<file path="config.mk">
export PLATFORM = sky130hd
export DESIGN_NAME = positional_list_engine
export DESIGN_NICKNAME = d
export VERILOG_FILES = /design/src/hw/rtl/ple_pkg.sv /design/src/hw/rtl/ple_datapath.sv /design/src/hw/rtl/ple_ctrl.sv /design/src/hw/rtl/positional_list_engine.sv
export SDC_FILE = /design/constraint.sdc
export NUM_CORES = 1
export LEC_CHECK = 0
export ABC_AREA = 1
export BUFFER_PORTS_ARGS = -buffer_cell sky130_fd_sc_hd__buf_2
export CORE_MARGIN = 2
export CORE_UTILIZATION = 55
export DETAILED_ROUTE_END_ITERATION = 8
export GPL_ROUTABILITY_DRIVEN = 0
export GPL_TIMING_DRIVEN = 0
export HOLD_SLACK_MARGIN = 0.15
export PLACE_DENSITY = 0.75
export SYNTH_ARGS = -nofsm -noshare
export SYNTH_HDL_FRONTEND = slang
export SYNTH_SLANG_ARGS = --single-unit
</file>
<file path="constraint.sdc">
create_clock -name clk -period 3.73 [get_ports clk]
set_input_delay 0.373 -clock clk [delete_from_list [all_inputs] [get_ports clk]]
set_output_delay 0.373 -clock clk [all_outputs]
set_load 0.01 [all_outputs]
</file>
<file path="src/hw/rtl/ple_pkg.sv">
// Shared types and constants for the positional list engine.
`default_nettype none

package ple_pkg;

  // Field and bus widths of the two streams, and the default list depth.
  localparam int CMD_W       = 3;
  localparam int POS_W       = 6;
  localparam int VAL_W       = 8;
  localparam int CNT_OUT_W   = 6;
  localparam int S_TDATA_W   = 24;
  localparam int M_TDATA_W   = 24;
  localparam int DEPTH_DEFAULT = 32;

  // Command codes carried in the cmd field.
  typedef enum logic [CMD_W-1:0] {
    OP_GET    = 3'd0,
    OP_LOCATE = 3'd1,
    OP_INSERT = 3'd2,
    OP_DELETE = 3'd3,
    OP_CLEAR  = 3'd4
  } op_t;

  // Controller states.
  typedef enum logic [2:0] {
    S_IDLE,
    S_DECODE,
    S_GETDATA,
    S_DELHEAD,
    S_WALK,
    S_DRAIN,
    S_PUTVAL,
    S_DONE
  } state_t;

  // Commands from the controller to the datapath.
  typedef struct packed {
    logic load;        // capture the accepted item
    logic rd_pos;      // read the entry at position - 1
    logic take_entry;  // keep the read data as the result entry
    logic walk_start;  // set up the walk pointer and end for the current command
    logic walk_read;   // read at the walk pointer and advance it
    logic walk_proc;   // act on the data read in the previous walk cycle
    logic put_val;     // write the item value at position - 1
    logic set_err;     // mark the result as an error
    logic out_load;    // load the output register and commit the count
  } ple_cmd_t;

  // Status from the datapath to the controller.
  typedef struct packed {
    op_t  op;
    logic rd_ok;       // position within 1..count
    logic ins_ok;      // insert position within 1..count+1 and room left
    logic ins_tail;    // insert lands right after the last entry
    logic del_tail;    // delete takes the last entry
    logic empty;       // count is zero
    logic walk_last;   // walk pointer sits on its final entry
    logic match;       // previous walk read equals the search value
    logic out_free;    // output register can take a result this cycle
  } ple_stat_t;

endpackage

`default_nettype wire

</file>
<file path="src/hw/rtl/ple_datapath.sv">
// Datapath of the positional list engine: entry memory, count, walk pointers, output register.
`default_nettype none

module ple_datapath #(
  parameter int DEPTH = ple_pkg::DEPTH_DEFAULT
) (
  input  wire logic                           clk,
  input  wire logic                           rst,
  input  wire logic [ple_pkg::S_TDATA_W-1:0]  s_tdata,
  output logic                                m_tvalid,
  input  wire logic                           m_tready,
  output logic [ple_pkg::M_TDATA_W-1:0]       m_tdata,
  input  wire ple_pkg::ple_cmd_t              cmd,
  output ple_pkg::ple_stat_t                  stat
);

  localparam int AW = $clog2(DEPTH);
  localparam int CW = $clog2(DEPTH + 1);
  localparam int PW = ((CW > ple_pkg::POS_W) ? CW : ple_pkg::POS_W) + 1;

  // Captured item.
  ple_pkg::op_t                op_q;
  logic [ple_pkg::POS_W-1:0]   pos_q;
  logic [ple_pkg::VAL_W-1:0]   val_q;

  // List state.
  logic [ple_pkg::VAL_W-1:0]   mem [DEPTH];
  logic [ple_pkg::VAL_W-1:0]   rdata;
  logic [CW-1:0]               count;
  logic [CW-1:0]               count_next;

  // Walk state.
  logic [AW-1:0]               ptr;
  logic [AW-1:0]               end_idx;
  logic                        dir_down;
  logic [AW-1:0]               prev_addr;
  logic                        prev_vld;

  // Result under construction.
  logic                        err_q;
  logic [ple_pkg::VAL_W-1:0]   entry_q;
  logic [ple_pkg::CNT_OUT_W-1:0] found_q;

  // Output register fields.
  logic                        out_status;
  logic [ple_pkg::VAL_W-1:0]   out_entry;
  logic [ple_pkg::CNT_OUT_W-1:0] out_found;
  logic [ple_pkg::CNT_OUT_W-1:0] out_count;

  // Derived positions and indexes.
  logic [PW-1:0]               pos_ext;
  logic [PW-1:0]               cnt_ext;
  logic [PW-1:0]               pos_m1_ext;
  logic [PW-1:0]               cnt_m1_ext;
  logic [PW-1:0]               found_ext;
  logic [PW-1:0]               cnt_next_ext;
  logic [AW-1:0]               pos_m1;
  logic [AW-1:0]               cnt_m1;
  logic [AW-1:0]               pos_idx;

  // Memory port controls.
  logic                        rd_en;
  logic [AW-1:0]               rd_addr;
  logic                        wr_en;
  logic [AW-1:0]               wr_addr;
  logic [ple_pkg::VAL_W-1:0]   wr_data;
  logic                        is_shift_op;

  assign pos_ext    = PW'(pos_q);
  assign cnt_ext    = PW'(count);
  assign pos_m1_ext = pos_ext - PW'(1);
  assign cnt_m1_ext = cnt_ext - PW'(1);
  assign pos_m1     = pos_m1_ext[AW-1:0];
  assign cnt_m1     = cnt_m1_ext[AW-1:0];
  assign pos_idx    = pos_ext[AW-1:0];
  assign found_ext  = PW'(prev_addr) + PW'(1);

  // Status toward the controller.
  always_comb begin
    stat.op        = op_q;
    stat.rd_ok     = (pos_ext != '0) && (pos_ext <= cnt_ext);
    stat.ins_ok    = (pos_ext != '0) && (pos_ext <= cnt_ext + PW'(1))
                     && (cnt_ext < PW'(DEPTH));
    stat.ins_tail  = (pos_ext == cnt_ext + PW'(1));
    stat.del_tail  = (pos_ext == cnt_ext);
    stat.empty     = (count == '0);
    stat.walk_last = (ptr == end_idx);
    stat.match     = prev_vld && (rdata == val_q);
    stat.out_free  = !m_tvalid || m_tready;
  end

  // Capture the accepted item.
  always_ff @(posedge clk) begin
    if (cmd.load) begin
      op_q  <= ple_pkg::op_t'(s_tdata[ple_pkg::CMD_W-1:0]);
      pos_q <= s_tdata[ple_pkg::CMD_W +: ple_pkg::POS_W];
      val_q <= s_tdata[ple_pkg::CMD_W + ple_pkg::POS_W +: ple_pkg::VAL_W];
    end
  end

  // Memory port selection. A walk write uses the data of the previous walk read.
  assign is_shift_op = (op_q == ple_pkg::OP_INSERT) || (op_q == ple_pkg::OP_DELETE);

  always_comb begin
    rd_en   = cmd.rd_pos || cmd.walk_read;
    rd_addr = cmd.walk_read ? ptr : pos_m1;
    wr_en   = cmd.put_val || (cmd.walk_proc && prev_vld && is_shift_op);
    wr_data = cmd.put_val ? val_q : rdata;
    if (cmd.put_val) begin
      wr_addr = pos_m1;
    end else if (op_q == ple_pkg::OP_INSERT) begin
      wr_addr = prev_addr + AW'(1);
    end else begin
      wr_addr = prev_addr - AW'(1);
    end
  end

  // Entry memory with one write and one registered read port.
  always_ff @(posedge clk) begin
    if (wr_en) begin
      mem[wr_addr] <= wr_data;
    end
  end

  always_ff @(posedge clk) begin
    if (rd_en) begin
      rdata <= mem[rd_addr];
    end
  end

  // Walk pointer: locate and delete run upward, insert runs downward.
  always_ff @(posedge clk) begin
    if (cmd.walk_start) begin
      unique case (op_q)
        ple_pkg::OP_INSERT: begin
          ptr      <= cnt_m1;
          end_idx  <= pos_m1;
          dir_down <= 1'b1;
        end
        ple_pkg::OP_DELETE: begin
          ptr      <= pos_idx;
          end_idx  <= cnt_m1;
          dir_down <= 1'b0;
        end
        default: begin
          ptr      <= '0;
          end_idx  <= cnt_m1;
          dir_down <= 1'b0;
        end
      endcase
    end else if (cmd.walk_read) begin
      ptr <= dir_down ? ptr - AW'(1) : ptr + AW'(1);
    end
    if (cmd.walk_read) begin
      prev_addr <= ptr;
    end
  end

  // Marks that rdata holds a walk read awaiting its write or compare.
  always_ff @(posedge clk) begin
    if (rst) begin
      prev_vld <= 1'b0;
    end else begin
      prev_vld <= cmd.walk_read;
    end
  end

  // Result fields gathered while the command runs.
  always_ff @(posedge clk) begin
    if (cmd.load) begin
      err_q   <= 1'b0;
      entry_q <= '0;
      found_q <= '0;
    end else begin
      if (cmd.set_err) begin
        err_q <= 1'b1;
      end
      if (cmd.take_entry) begin
        entry_q <= rdata;
      end
      if (cmd.walk_proc && (op_q == ple_pkg::OP_LOCATE) && stat.match) begin
        found_q <= found_ext[ple_pkg::CNT_OUT_W-1:0];
      end
    end
  end

  // Count after the command; it changes only on a successful edit or a clear.
  always_comb begin
    count_next = count;
    if (!err_q) begin
      unique case (op_q)
        ple_pkg::OP_INSERT: count_next = count + CW'(1);
        ple_pkg::OP_DELETE: count_next = count - CW'(1);
        ple_pkg::OP_CLEAR:  count_next = '0;
        default:            count_next = count;
      endcase
    end
  end

  assign cnt_next_ext = PW'(count_next);

  always_ff @(posedge clk) begin
    if (rst) begin
      count <= '0;
    end else if (cmd.out_load) begin
      count <= count_next;
    end
  end

  // Output register; it holds a result until the sink takes it.
  always_ff @(posedge clk) begin
    if (rst) begin
      m_tvalid <= 1'b0;
    end else if (cmd.out_load) begin
      m_tvalid <= 1'b1;
    end else if (m_tready) begin
      m_tvalid <= 1'b0;
    end
  end

  always_ff @(posedge clk) begin
    if (cmd.out_load) begin
      out_status <= err_q;
      out_entry  <= entry_q;
      out_found  <= found_q;
      out_count  <= cnt_next_ext[ple_pkg::CNT_OUT_W-1:0];
    end
  end

  assign m_tdata = {3'b000, out_count, out_found, out_entry, out_status};

endmodule

`default_nettype wire

</file>
<file path="src/hw/rtl/ple_ctrl.sv">
// Controller state machine of the positional list engine.
`default_nettype none

module ple_ctrl (
  input  wire logic               clk,
  input  wire logic               rst,
  input  wire logic               s_tvalid,
  output logic                    s_tready,
  input  wire ple_pkg::ple_stat_t stat,
  output ple_pkg::ple_cmd_t       cmd
);

  ple_pkg::state_t state;
  ple_pkg::state_t state_next;

  // State register.
  always_ff @(posedge clk) begin
    if (rst) begin
      state <= ple_pkg::S_IDLE;
    end else begin
      state <= state_next;
    end
  end

  // Next state.
  always_comb begin
    state_next = state;
    unique case (state)
      ple_pkg::S_IDLE: begin
        if (s_tvalid) state_next = ple_pkg::S_DECODE;
      end
      ple_pkg::S_DECODE: begin
        unique case (stat.op)
          ple_pkg::OP_GET:    state_next = stat.rd_ok ? ple_pkg::S_GETDATA : ple_pkg::S_DONE;
          ple_pkg::OP_DELETE: state_next = stat.rd_ok ? ple_pkg::S_DELHEAD : ple_pkg::S_DONE;
          ple_pkg::OP_LOCATE: state_next = stat.empty ? ple_pkg::S_DONE : ple_pkg::S_WALK;
          ple_pkg::OP_INSERT: begin
            state_next = (stat.ins_ok && !stat.ins_tail) ? ple_pkg::S_WALK : ple_pkg::S_DONE;
          end
          default:            state_next = ple_pkg::S_DONE;
        endcase
      end
      ple_pkg::S_GETDATA: state_next = ple_pkg::S_DONE;
      ple_pkg::S_DELHEAD: begin
        state_next = stat.del_tail ? ple_pkg::S_DONE : ple_pkg::S_WALK;
      end
      ple_pkg::S_WALK: begin
        priority if ((stat.op == ple_pkg::OP_LOCATE) && stat.match) begin
          state_next = ple_pkg::S_DONE;
        end else if (stat.walk_last) begin
          state_next = ple_pkg::S_DRAIN;
        end
      end
      ple_pkg::S_DRAIN: begin
        state_next = (stat.op == ple_pkg::OP_INSERT) ? ple_pkg::S_PUTVAL : ple_pkg::S_DONE;
      end
      ple_pkg::S_PUTVAL: state_next = ple_pkg::S_DONE;
      ple_pkg::S_DONE: begin
        if (stat.out_free) state_next = ple_pkg::S_IDLE;
      end
      default: state_next = ple_pkg::S_IDLE;
    endcase
  end

  // Outputs toward the datapath and the input stream.
  always_comb begin
    cmd      = '0;
    s_tready = 1'b0;
    unique case (state)
      ple_pkg::S_IDLE: begin
        s_tready = 1'b1;
        cmd.load = s_tvalid;
      end
      ple_pkg::S_DECODE: begin
        unique case (stat.op)
          ple_pkg::OP_GET, ple_pkg::OP_DELETE: begin
            cmd.rd_pos  = stat.rd_ok;
            cmd.set_err = !stat.rd_ok;
          end
          ple_pkg::OP_LOCATE: begin
            cmd.walk_start = !stat.empty;
          end
          ple_pkg::OP_INSERT: begin
            cmd.set_err    = !stat.ins_ok;
            cmd.put_val    = stat.ins_ok && stat.ins_tail;
            cmd.walk_start = stat.ins_ok && !stat.ins_tail;
          end
          ple_pkg::OP_CLEAR: begin
            cmd.set_err = 1'b0;
          end
          default: begin
            cmd.set_err = 1'b1;
          end
        endcase
      end
      ple_pkg::S_GETDATA: begin
        cmd.take_entry = 1'b1;
      end
      ple_pkg::S_DELHEAD: begin
        cmd.take_entry = 1'b1;
        cmd.walk_start = !stat.del_tail;
      end
      ple_pkg::S_WALK: begin
        cmd.walk_read = 1'b1;
        cmd.walk_proc = 1'b1;
      end
      ple_pkg::S_DRAIN: begin
        cmd.walk_proc = 1'b1;
      end
      ple_pkg::S_PUTVAL: begin
        cmd.put_val = 1'b1;
      end
      ple_pkg::S_DONE: begin
        cmd.out_load = stat.out_free;
      end
      default: begin
        cmd = '0;
      end
    endcase
  end

endmodule

`default_nettype wire

</file>
<file path="src/hw/rtl/positional_list_engine.sv">
// Top level of the positional list engine: controller plus datapath.
//
//  Channel  Dir  Accepted when            tdata fields, low bit first
//  s_*      in   s_tvalid && s_tready     cmd[2:0], position[8:3], value[16:9], zero fill
//  m_*      out  m_tvalid && m_tready     status[0], entry_out[8:1], found_at[14:9],
//                                         count_out[20:15], zero fill
//
// One item is worked at a time. Locate, insert and delete walk the entries one per cycle;
// insert and delete also write each entry read back one place over, trailing the reads.
// Reset clears the count and the result valid flag; the entry memory needs no clearing.
// A stalled result sits in the output register; a new item is taken as soon as the
// previous one has been loaded there.
`default_nettype none

module positional_list_engine #(
  parameter int DEPTH = ple_pkg::DEPTH_DEFAULT
) (
  input  wire logic                          clk,
  input  wire logic                          rst,
  input  wire logic                          s_tvalid,
  output logic                               s_tready,
  input  wire logic [ple_pkg::S_TDATA_W-1:0] s_tdata,  // cmd, position, value
  output logic                               m_tvalid,
  input  wire logic                          m_tready,
  output logic [ple_pkg::M_TDATA_W-1:0]      m_tdata   // status, entry_out, found_at, count_out
);

  ple_pkg::ple_cmd_t  cmd;
  ple_pkg::ple_stat_t stat;

  // Sequencer.
  ple_ctrl u_ctrl (
    .clk      (clk),
    .rst      (rst),
    .s_tvalid (s_tvalid),
    .s_tready (s_tready),
    .stat     (stat),
    .cmd      (cmd)
  );

  // Storage and result path.
  ple_datapath #(
    .DEPTH (DEPTH)
  ) u_datapath (
    .clk      (clk),
    .rst      (rst),
    .s_tdata  (s_tdata),
    .m_tvalid (m_tvalid),
    .m_tready (m_tready),
    .m_tdata  (m_tdata),
    .cmd      (cmd),
    .stat     (stat)
  );

endmodule

`default_nettype wire

</file>
==> results of run 1 <==
per-stage QoR:
stage	instance area [um2]	hold WS (ns)	utilization [%]	instances
CTS	18900	0.175	64.3	2221
detailed placement	17300	0.416	58.8	2134
floorplan	16300	0.409	-	1694
finish	19100	0.184	65.0	2228
global placement	17000	0.415	57.8	2126
global route	19100	0.237	65.0	2228
report_power, final:
group	internal (mW)	leakage (nW)	switching (mW)
Combinational	1.63	4.46	4.09
Sequential	4.96	3.09	0.202
Clock	2.13	0.588	1.48
Total	8.73	8.14	5.77
synth_stat cells (6+ instances only):
| cell | n |
|---|---|
| xnor2_1 | 6 |
| edfxtp_1 | 318 |
| ha_1 | 27 |
| o21ai_0 | 39 |
| buf_2 | 31 |
| nand2_1 | 383 |
| a21oi_1 | 27 |
| clkbuf_1 | 25 |
| buf_4 | 8 |
| nand3b_1 | 19 |
| nor3_1 | 8 |
| xor2_1 | 23 |
| nor2_1 | 89 |
| a211oi_1 | 6 |
| inv_1 | 327 |
| o22ai_1 | 6 |
| dfxtp_1 | 26 |
| nand3_1 | 290 |
logic make-up after synthesis:
kind of cell	after synthesis	synth area share, %
DFF	344	61.8
and+or+nand+nor	801	21.5
adders and majority gates	30	2.44
xor gates and xnor gates	29	1.56
other	1	0.0230
AOI/OAI and AO/OA	91	3.16
buffers and inverters	396	9.54
sequential cells by signal (all words and copies together) (netlist names), 3 cells and up:
| name | cells |
|---|---|
| u_ctrl.state | 3 |
| u_datapath.mem | 256 |
| u_datapath.end_idx | 5 |
| u_datapath.out_found | 6 |
| u_datapath.rdata | 8 |
| u_datapath.ptr | 5 |
| u_datapath.entry_q | 8 |
| u_datapath.count | 6 |
| u_datapath.found_q | 6 |
| u_datapath.prev_addr | 5 |
| u_datapath.out_entry | 8 |
| u_datapath.val_q | 8 |
| u_datapath.pos_q | 6 |
| u_datapath.op_q | 3 |
| u_datapath.out_count | 6 |
critical path, stage by stage (launching register included):
cell     delay, ns
dfxtp_1       0.44
inv_1         0.19
ha_1          0.33
inv_1         0.06
ha_1          0.27
nand2_1       0.06
nor3_1        0.18
nand2_2       0.11
nor2_1        0.14
nand2_1       0.15
nand2_4       0.16
buf_4         0.20
nand2_1       0.06
nand2_1       0.20
nand3_2       0.31
nor2_4        0.35
layer usage:
metal / global-route usage [%] / up-vias / part of all wire [%]
li1: - / 5759 / -
met1: 35.9 / 5735 / 41
met2: 42.7 / 570 / 47
met4: 10.2 / 0 / 3.4
met3: 3.53 / 119 / 9.0
met5: 0 / - / 0
layout make-up:
class,instances,area [um2]
fill,2159,10300
clock buffer,42,997
clock inverter,26,206
buffer,66,318
multi-input combinational,954,5090
inverter,330,1240
timing repair buffer,76,716
tap,390,488
sequential,344,10100
cell usage in the layout, fill, tap and decap left out, drive strengths merged, types with 23 or more instances in the layout:
master,instances
inv,331
a21oi,27
xor2,23
dfxtp,26
nand3,292
nand2,387
nor2,92
edfxtp,318
o21ai,48
clkbuf,68
ha,27
buf,99
final timing paths:
| check | end |
|---|---|
| max | u_datapath.mem[5][3] |
| min | u_datapath.found_q[0] |
| max reg2reg | u_datapath.mem[5][3] |
| min reg2reg | u_datapath.out_found[0] |
repair_timing:
| action | 4_1_cts | 5_1_grt |
|---|---|---|
| endpoints found under the setup margin | 288 | 431 |
| resized for setup | 61 | 20 |
| cloned | 0 | 0 |
| buffers inserted | 2 | 7 |
| pin swaps | 2 | 3 |
| endpoints found under the hold margin | 17 | 0 |
| hold buffers | 17 | 0 |
==> flow_metrics.tcl, run 1 <==
set metrics [dict create \
    die_width_um 176 \
    synth_seq_cells 344 \
    synth_top_area_share_pct 58.6 \
    wl_per_cell_um 18.3 \
    finalCritPeriodShare_pct 94.6 \
    cts_buffers 37 \
    initial_core_util_pct 55.4 \
    syn_area_mm2 0.0163 \
    cap_violations 0 \
    ys_seq_area_share_pct 61.8 \
    final-max-slew-violation-count 0 \
    grt_max_degree 33 \
    p_per_area_mw_per_mm2 758 \
    pre_cts_slack_ns -0.566 \
    cts_tree "built" \
    setup_tns_ns 0 \
    cp-startpoint "u_datapath.count[1]" \
    post_drt_via_cell_ratio 5.47 \
    initialDrtViolationCount 1329 \
    overflow 0 \
    dr.pass1.iters 6 \
    track_usage_pct 26.2 \
    drt_wl_total_um 40800 \
    power_mw 14.5 \
    crit_type "reg2reg" \
    worstPathRequired_ns 3.93 \
    fp.dieArea_mm2 0.0310 \
    core_mm2 0.0294 \
    fin_crit_ns 3.53 \
    hpwl_um 27500 \
    setup-violations-final 0 \
    grt_pass1_wl_um 61800 \
    async_reset_ff_share_pct 0 \
    worstHoldPathType "in2reg" \
    drtAntennaViolNets 0 \
    worst-r2r-setup-slack_ns 0.20 \
    clock-skew-final_ns 0.0168 \
    rr_worst_depth 15 \
    ys_types 36 \
    rsz0062_at_grt "true" \
    netlist_instances 1692 \
    h-tree-depth 2 \
    design.portCount 54 \
    placementRows 63 \
    die_y_um 176 \
    timing.final.ws_setup_ns 0.200 \
    avgSynthCellArea_um2 9.63 \
    end_kind "register" \
    num_vias 12200 \
    clk_path_buf_depth 3 \
    grt_pass1_vias 11600 \
    ys.flop_type "edfxtp_1" \
    status "complete, no violations" \
    port-buffer-count 42 \
    min_from "s_tvalid" \
    r2r-start "u_datapath.count[1]" \
    synth_area_leaders "edfxtp_1, nand3_1, nand2_1, inv_1, dfxtp_1" \
    ir_drop_mv 0.415 \
    hold_violations 0 \
    synth_top_area_cell "edfxtp_1" \
    tightest_slew_ns 1.06 \
    worstPathMaxFanout 10 \
    max_freq_mhz 283 \
    fin_nets 1867 \
    leakage_nw 8.14 \
    hold_depth 4 \
    antenna_cells 0 \
    synthToLayoutAreaGrowth_pct 17.3 \
    ys_warn_count 0 \
    clk_latency_ns 0.54 \
    worstPathArrival_ns 3.73 \
    drc_errors 0 \
    clk_pin_slew_ns 0.06 \
    clkSinkCount 344 \
    worst_setup_path_start_kind "register" \
    antenna_found_initial 0 \
    slew_headroom_pct 28.5 \
    cts_root_buf "clkbuf_16" \
    synth_edf_count 318 \
    drive_above_1_share_pct 12.1 \
]
Note: power is estimated with default switching activity, not from simulation.
==> run 2, diff against run 1 <==
Settings changed: CORE_MARGIN 2 to not set.
==> run 2 against run 1 <==
  * Sequential power hardly changed
  * Sequential share of layout area is 0.43 points lower
  * Critical path depth stayed put
  * Non-clock buffer count is 5 higher
  * Cell count hardly changed
  * Total power is 1.7% higher
  * Global-route usage is 0.82 points higher
  * Design area is 0.84% higher
  * Clock skew is 0.0014 ns lower
  * Register-to-register slack worse by 0.03 ns
  * Maximum frequency is 0.76% lower
  * Via count is 0.89% higher
  * Critical endpoint is now u_datapath.mem[13][3]
==> flow_metrics.tcl, run 2 (synthesized netlist as in run 1, its figures left out) <==
set metrics [dict create \
    worstPathArrival_ns 3.76 \
    clk_path_buf_depth 3 \
    overflow 0 \
    port-buffer-count 42 \
    finalCritPeriodShare_pct 95.4 \
    final_area_mm2 0.0193 \
    clkSinkCount 344 \
    die_y_um 174 \
    crit_slowest_cell "dfxtp_4" \
    critical_path.most_common_cell "nand2_1" \
    die_width_um 174 \
    worstHoldPathType "in2reg" \
    initial_core_util_pct 56.3 \
    worstPathMaxFanout 10 \
    setup-violations-final 0 \
    wl_per_cell_um 18.5 \
    cts_root_buf "clkbuf_16" \
    tightest_slew_ns 1.17 \
    dpl_cell_area_mm2 0.0173 \
    wl_met1_um 16500 \
    hold_violations 0 \
    drc_errors 0 \
    grt_max_degree 33 \
    slew_headroom_pct 21.1 \
    drtAntennaViolNets 0 \
    clock-skew-final_ns 0.0154 \
    worst_setup_path_start_kind "register" \
    fp.dieArea_mm2 0.0303 \
    worstPathRequired_ns 3.93 \
    largest_reg_flops 256 \
    fin_nets 1873 \
    initialDrtViolationCount 1487 \
    crit_type "reg2reg" \
    hpwl_um 27400 \
    grt_pass1_vias 11700 \
    clk_latency_ns 0.53 \
    cp_top_family "simple AND/OR/NAND/NOR gates" \
    final_cell_mix "nand2_1, inv_1, edfxtp_1" \
    cts_buffers 38 \
    highest_layer "met5" \
    grt_pass1_wl_um 62600 \
    leakage_nw 8.18 \
    top_register "u_datapath.mem" \
    fin_crit_ns 3.56 \
    setup_tns_ns 0 \
    p_per_area_mw_per_mm2 765 \
    final_common_cell "nand2_1" \
    end_kind "register" \
    ir_drop_mv 0.574 \
    max_stage_delay_ns 0.43 \
    dr.pass1.iters 7 \
    multi_input_area_mm2 0.00516 \
    cap_violations 0 \
    met2_wirelength_um 18900 \
    path_buf_inv 3 \
    drive_above_1_share_pct 12.4 \
    post_drt_via_cell_ratio 5.52 \
    track_usage_pct 27.0 \
    final-max-slew-violation-count 0 \
    h-tree-depth 2 \
    path_cells "clkinvlp_4 > ha_1 > inv_1 > ha_1 > nand2_1 > nor3_1 > nand2_2 > nor2_1 > nand2_1 > nand2_4 > buf_4 > nand2_1 > o21ai_2 > nand3_4 > nor2_4" \
    dr_wl_met3_um 4120 \
    clk_pin_slew_ns 0.06 \
    design.portCount 54 \
    num_vias 12300 \
    drt_wl_total_um 41200 \
    status "complete, no violations" \
    max_freq_mhz 281 \
    antenna_cells 0 \
    fillers 2115 \
    seqCellArea_mm2 0.0101 \
    placementRows 62 \
    synthToLayoutAreaGrowth_pct 18.3 \
    cts_tree "built" \
    timing.hold.ws_ns 0.179 \
    antenna_found_initial 0 \
    core_mm2 0.0289 \
]
[run 2: cell types whose count changed in the layout (fill, tap and decap cells not counted), sizes merged]
cell and delta:
buf +3, bufinv +1, clkbuf +8, clkinv -7, dlygate4sd3 +1, inv -1
[run 2: power by group]
part / switching (mW) / internal [mW] / total, mW
clock: 1.51 / 2.16 / 3.67
combinational: 4.23 / 1.68 / 5.91
sequential: 0.204 / 4.96 / 5.17
[run 2: path summary, 6_finish.rpt]
kind | startpoint | to | slack [ns] | depth (start not counted)
max | u_datapath.count[0] | u_datapath.mem[13][3] | 0.17 | 15
min | s_tvalid | u_datapath.found_q[5] | 0.18 | 4
max reg2reg | u_datapath.count[0] | u_datapath.mem[13][3] | 0.17 | 15
min reg2reg | u_datapath.entry_q[5] | u_datapath.out_entry[5] | 0.43 | 0
[run 2: metal layers]
| layer | global-route usage, % | vias to the layer above |
|---|---|---|
| met5 | 0 | - |
| met4 | 10.7 | 2 |
| met3 | 5.25 | 129 |
| met2 | 42.7 | 638 |
| met1 | 36.8 | 5765 |
| li1 | - | 5758 |
[run 2: cell type report]
class | count | area share, %
buffer | 66 | 1.66
clock buffer | 49 | 5.14
clock inverter | 19 | 1.09
inverter | 330 | 6.44
multi-input combinational | 954 | 26.8
sequential | 344 | 52.2
tap | 384 | 2.49
timing repair buffer | 81 | 4.18
[run 2: repair_timing]
action / 4_1_cts / 5_1_grt
gates resized for setup: 75 / 21
endpoints found under the hold margin: 18 / 0
endpoints found under the setup margin: 306 / 295
hold buffers: 18 / 0
buffers inserted: 1 / 12
pin swaps: 1 / 20
[run 2: metrics by stage]
step                      power, mW  setup slack [ns]  cells  utilization [%]
after floorplan                8.50           -0.0295   1694                -
after global placement         10.2             -3.11   2120             58.7
after detailed placement       10.5            -0.617   2128             59.7
after CTS                      14.4            0.0328   2215             65.6
after global routing           15.4           -0.0321   2227             66.7
final                          14.7             0.173   2227             66.7
[run 2: worst reg2reg max path, cell delays in order, from the launching register on]
cell and delay (ns):
dfxtp_4 0.43, clkinvlp_4 0.17, ha_1 0.33, inv_1 0.06
ha_1 0.27, nand2_1 0.07, nor3_1 0.19, nand2_2 0.11
nor2_1 0.13, nand2_1 0.16, nand2_4 0.17, buf_4 0.21
nand2_1 0.09, o21ai_2 0.21, nand3_4 0.29, nor2_4 0.32
==> run 3, diff against run 2 <==
Settings changed: SYNTH_HIERARCHICAL set to 1.
==> run 3 against run 2 <==
  * Worst hold slack improved by 0.12 ns
  * Worst setup slack got worse by 0.078 ns
  * Critical path type unchanged
  * Die area fell by 4.9%
  * Combinational power rose by 11%
  * Sequential cell count did not move
  * Critical path depth rose by 4
==> flow_metrics.tcl, run 3 <==
set metrics [dict create \
    synth_xor_area_share_pct 1.46 \
    final_area_mm2 0.0190 \
    synthToLayoutAreaGrowth_pct 22.6 \
    h-tree-depth 2 \
    hold_violations 0 \
    crit_type "reg2reg" \
    ys_seq_area_share_pct 65.0 \
    final-max-slew-violation-count 0 \
    use_met3_pct 7.49 \
    clk_pin_slew_ns 0.06 \
    synth_top_area_cell "edfxtp_1" \
    ys_types 45 \
    largest_reg_flops 256 \
    ys.flop_type "edfxtp_1" \
    drc_errors 0 \
    cp_top_family "simple AND/OR/NAND/NOR gates" \
    core_mm2 0.0277 \
    worstPathRequired_ns 3.96 \
    final_common_cell "edfxtp_1" \
    synth_area_leaders "edfxtp_1, nor2_1, nand2_1, o21ai_0, dfxtp_1" \
    cts_buffers 36 \
    fp.dieArea_mm2 0.0288 \
    cp-startpoint "u_datapath/count[0]" \
    antenna_cells 0 \
    end_kind "register" \
    final_cell_mix "edfxtp_1, nor2_1, nand2_1" \
    placementRows 61 \
    slew_headroom_pct 41.1 \
    post_drt_via_cell_ratio 6.06 \
    synth_edf_count 318 \
    worstSetupEndpoint "u_datapath/mem[13][2]" \
    initial_core_util_pct 55.9 \
    crit_slowest_cell "dfxtp_4" \
    synth_simple_gate_area_share_pct 16.6 \
    status "complete, no violations" \
    dr.pass1.iters 8 \
    cts_tree "built" \
    syn_area_mm2 0.0155 \
    clock-skew-final_ns 0.0266 \
    p_per_area_mw_per_mm2 803 \
    yosysMostFrequentCell "edfxtp_1" \
    hpwl_um 27800 \
    drt_wl_total_um 45300 \
    leakage_nw 7.04 \
    path_buf_inv 3 \
    worstHoldPathType "in2reg" \
    die_width_um 170 \
    overflow 0 \
    initialDrtViolationCount 1728 \
    track_usage_pct 32.0 \
    busiest_layer "met2" \
    worst-r2r-setup-slack_ns 0.1 \
    antenna_found_initial 0 \
    met2_usage_pct 53.0 \
    drive_above_1_share_pct 19.3 \
    synth_fa_ha_area_share_pct 2.20 \
    synth_top_family_by_area "simple AND/OR/NAND/NOR gates" \
    max_freq_mhz 275 \
    synth.top_cells.by_count "edfxtp_1, nor2_1, nand2_1, o21ai_0, nand3_1" \
    top_register "u_datapath/mem" \
    timing.final.ws_setup_ns 0.0951 \
    drtAntennaViolNets 0 \
    port-buffer-count 43 \
    grt.met1_usage_pct 38.7 \
    avgSynthCellArea_um2 10.6 \
    synth.area.mux_share_pct 0.0646 \
    wl_per_cell_um 22.5 \
    setup-violations-final 0 \
    worst_setup_path_start_kind "register" \
    grt_max_degree 33 \
    ir_drop_mv 0.554 \
    clkSinkCount 344 \
    finalCritPeriodShare_pct 97.5 \
    num_vias 12200 \
    cts_root_buf "clkbuf_16" \
    max_stage_delay_ns 0.40 \
    timing.hold.ws_ns 0.303 \
    synth_seq_cells 344 \
    grt_pass1_wl_um 67700 \
    clk_latency_ns 0.54 \
    worstPathArrival_ns 3.86 \
    die_y_um 170 \
    cp.depth 19 \
    dpl_cell_area_mm2 0.0164 \
    design.portCount 54 \
    worstPathMaxFanout 8 \
    reg2reg_to "u_datapath/mem[13][2]" \
    netlist_instances 1456 \
    path_cells "ha_4 > nand2_2 > o21ai_1 > o21ai_1 > ha_1 > a21oi_2 > nand2_1 > a21oi_2 > nor3b_2 > nor3_2 > nand3_2 > o22ai_4 > buf_8 > nand2_1 > o21ai_2 > nand3_4 > buf_12 > nor2_4 > buf_12" \
    rsz0062_at_grt "true" \
    fillers 1904 \
    async_reset_ff_share_pct 0 \
    setup_tns_ns 0 \
    cap_violations 0 \
    synth-compound-area-share_pct 9.31 \
    grt_pass1_vias 11800 \
    clk_path_buf_depth 3 \
    ys_warn_count 6 \
    fin_crit_ns 3.63 \
    synth_top_area_share_pct 61.7 \
    place_inst 1887 \
    tightest_slew_ns 0.883 \
    pre_cts_slack_ns -1.57 \
    final_cells 2018 \
    fin_nets 1671 \
    rr_worst_depth 19 \
    r2r-start "u_datapath/count[0]" \
]
==> run 3: cell types whose count changed in the layout (fill, tap and decap cells not counted), sizes merged, moves of 4 or more <==
cell	previous run	this run
a21oi	27	31
or2	0	6
o211ai	1	34
nand2	387	187
nand3b	19	1
inv	330	113
nand4	2	12
nor2	92	298
buf	102	141
o21ai	48	181
nand3	292	104
==> run 3: worst reg2reg max path: stages, from the launching register on <==
cell	delay (ns)
dfxtp_4	0.40
ha_4	0.16
nand2_2	0.07
o21ai_1	0.13
o21ai_1	0.09
ha_1	0.31
a21oi_2	0.16
nand2_1	0.09
a21oi_2	0.16
nor3b_2	0.07
nor3_2	0.19
nand3_2	0.14
o22ai_4	0.22
buf_8	0.17
nand2_1	0.07
o21ai_2	0.19
nand3_4	0.13
buf_12	0.20
nor2_4	0.21
buf_12	0.17
==> run 3: layer usage <==
layer / routed length [um] / part of all wire (%)
met1: 15900 / 35
met2: 21200 / 47
met3: 5330 / 12
met4: 2830 / 6.2
met5: 0 / 0
==> run 3: how the worst min path moves through the flow <==
stage,start,endpoint,slack [ns],cells after the start
final,s_tvalid,u_datapath/err_q,0.30,4
after global routing,s_tvalid,u_datapath/err_q,0.35,4
after CTS,s_tvalid,u_datapath/err_q,0.29,4
after detailed placement,u_datapath/entry_q[5],u_datapath/out_entry[5],0.41,0
after global placement,u_datapath/found_q[0],u_datapath/out_found[0],0.41,0
after floorplan,u_datapath/entry_q[0],u_datapath/out_entry[0],0.40,0
==> run 3: timing repair <==
item                                    CTS  global route
buffers inserted                         48             3
pin swaps                                40            30
endpoints found under the setup margin  519           519
endpoints found under the hold margin    21             0
cloned                                    1             0
hold buffers                             19             0
gates resized for setup                 133            25
==> run 3: power breakdown <==
group / internal (mW) / leakage [nW] / total, mW / switching (mW)
Sequential: 4.97 / 3.08 / 5.18 / 0.210
Combinational: 1.83 / 3.41 / 6.56 / 4.73
Clock: 2.05 / 0.552 / 3.50 / 1.45
Total: 8.85 / 7.04 / 15.2 / 6.38
==> run 3: kinds of logic after synthesis <==
| family | Yosys count |
|---|---|
| muxes | 1 |
| AOI/OAI and AO/OA | 258 |
| other | 1 |
| buffers and inverters | 181 |
| DFF | 344 |
| and+or+nand+nor | 620 |
| adders and majority gates | 26 |
| xor gates and xnor gates | 25 |
==> run 3: metrics by stage <==
stage	total power, mW	utilization (%)
2_1_floorplan	8.69	-
4_1_cts	14.7	68.1
6_report	15.2	68.5
3_5_place_dp	10.8	59.0
5_1_grt	15.8	68.5
3_3_place_gp	10.5	58.4
==> run 3: final cells by class <==
class	instances	area, um2	area share [%]
Multi-Input combinational cell	934	5200	27.4
Inverter	114	445	2.35
Timing Repair Buffer	121	1240	6.54
Clock buffer	47	1010	5.34
Sequential cell	344	10100	53.1
Clock inverter	14	125	0.659
Tap cell	378	473	2.49
Buffer	66	410	2.16
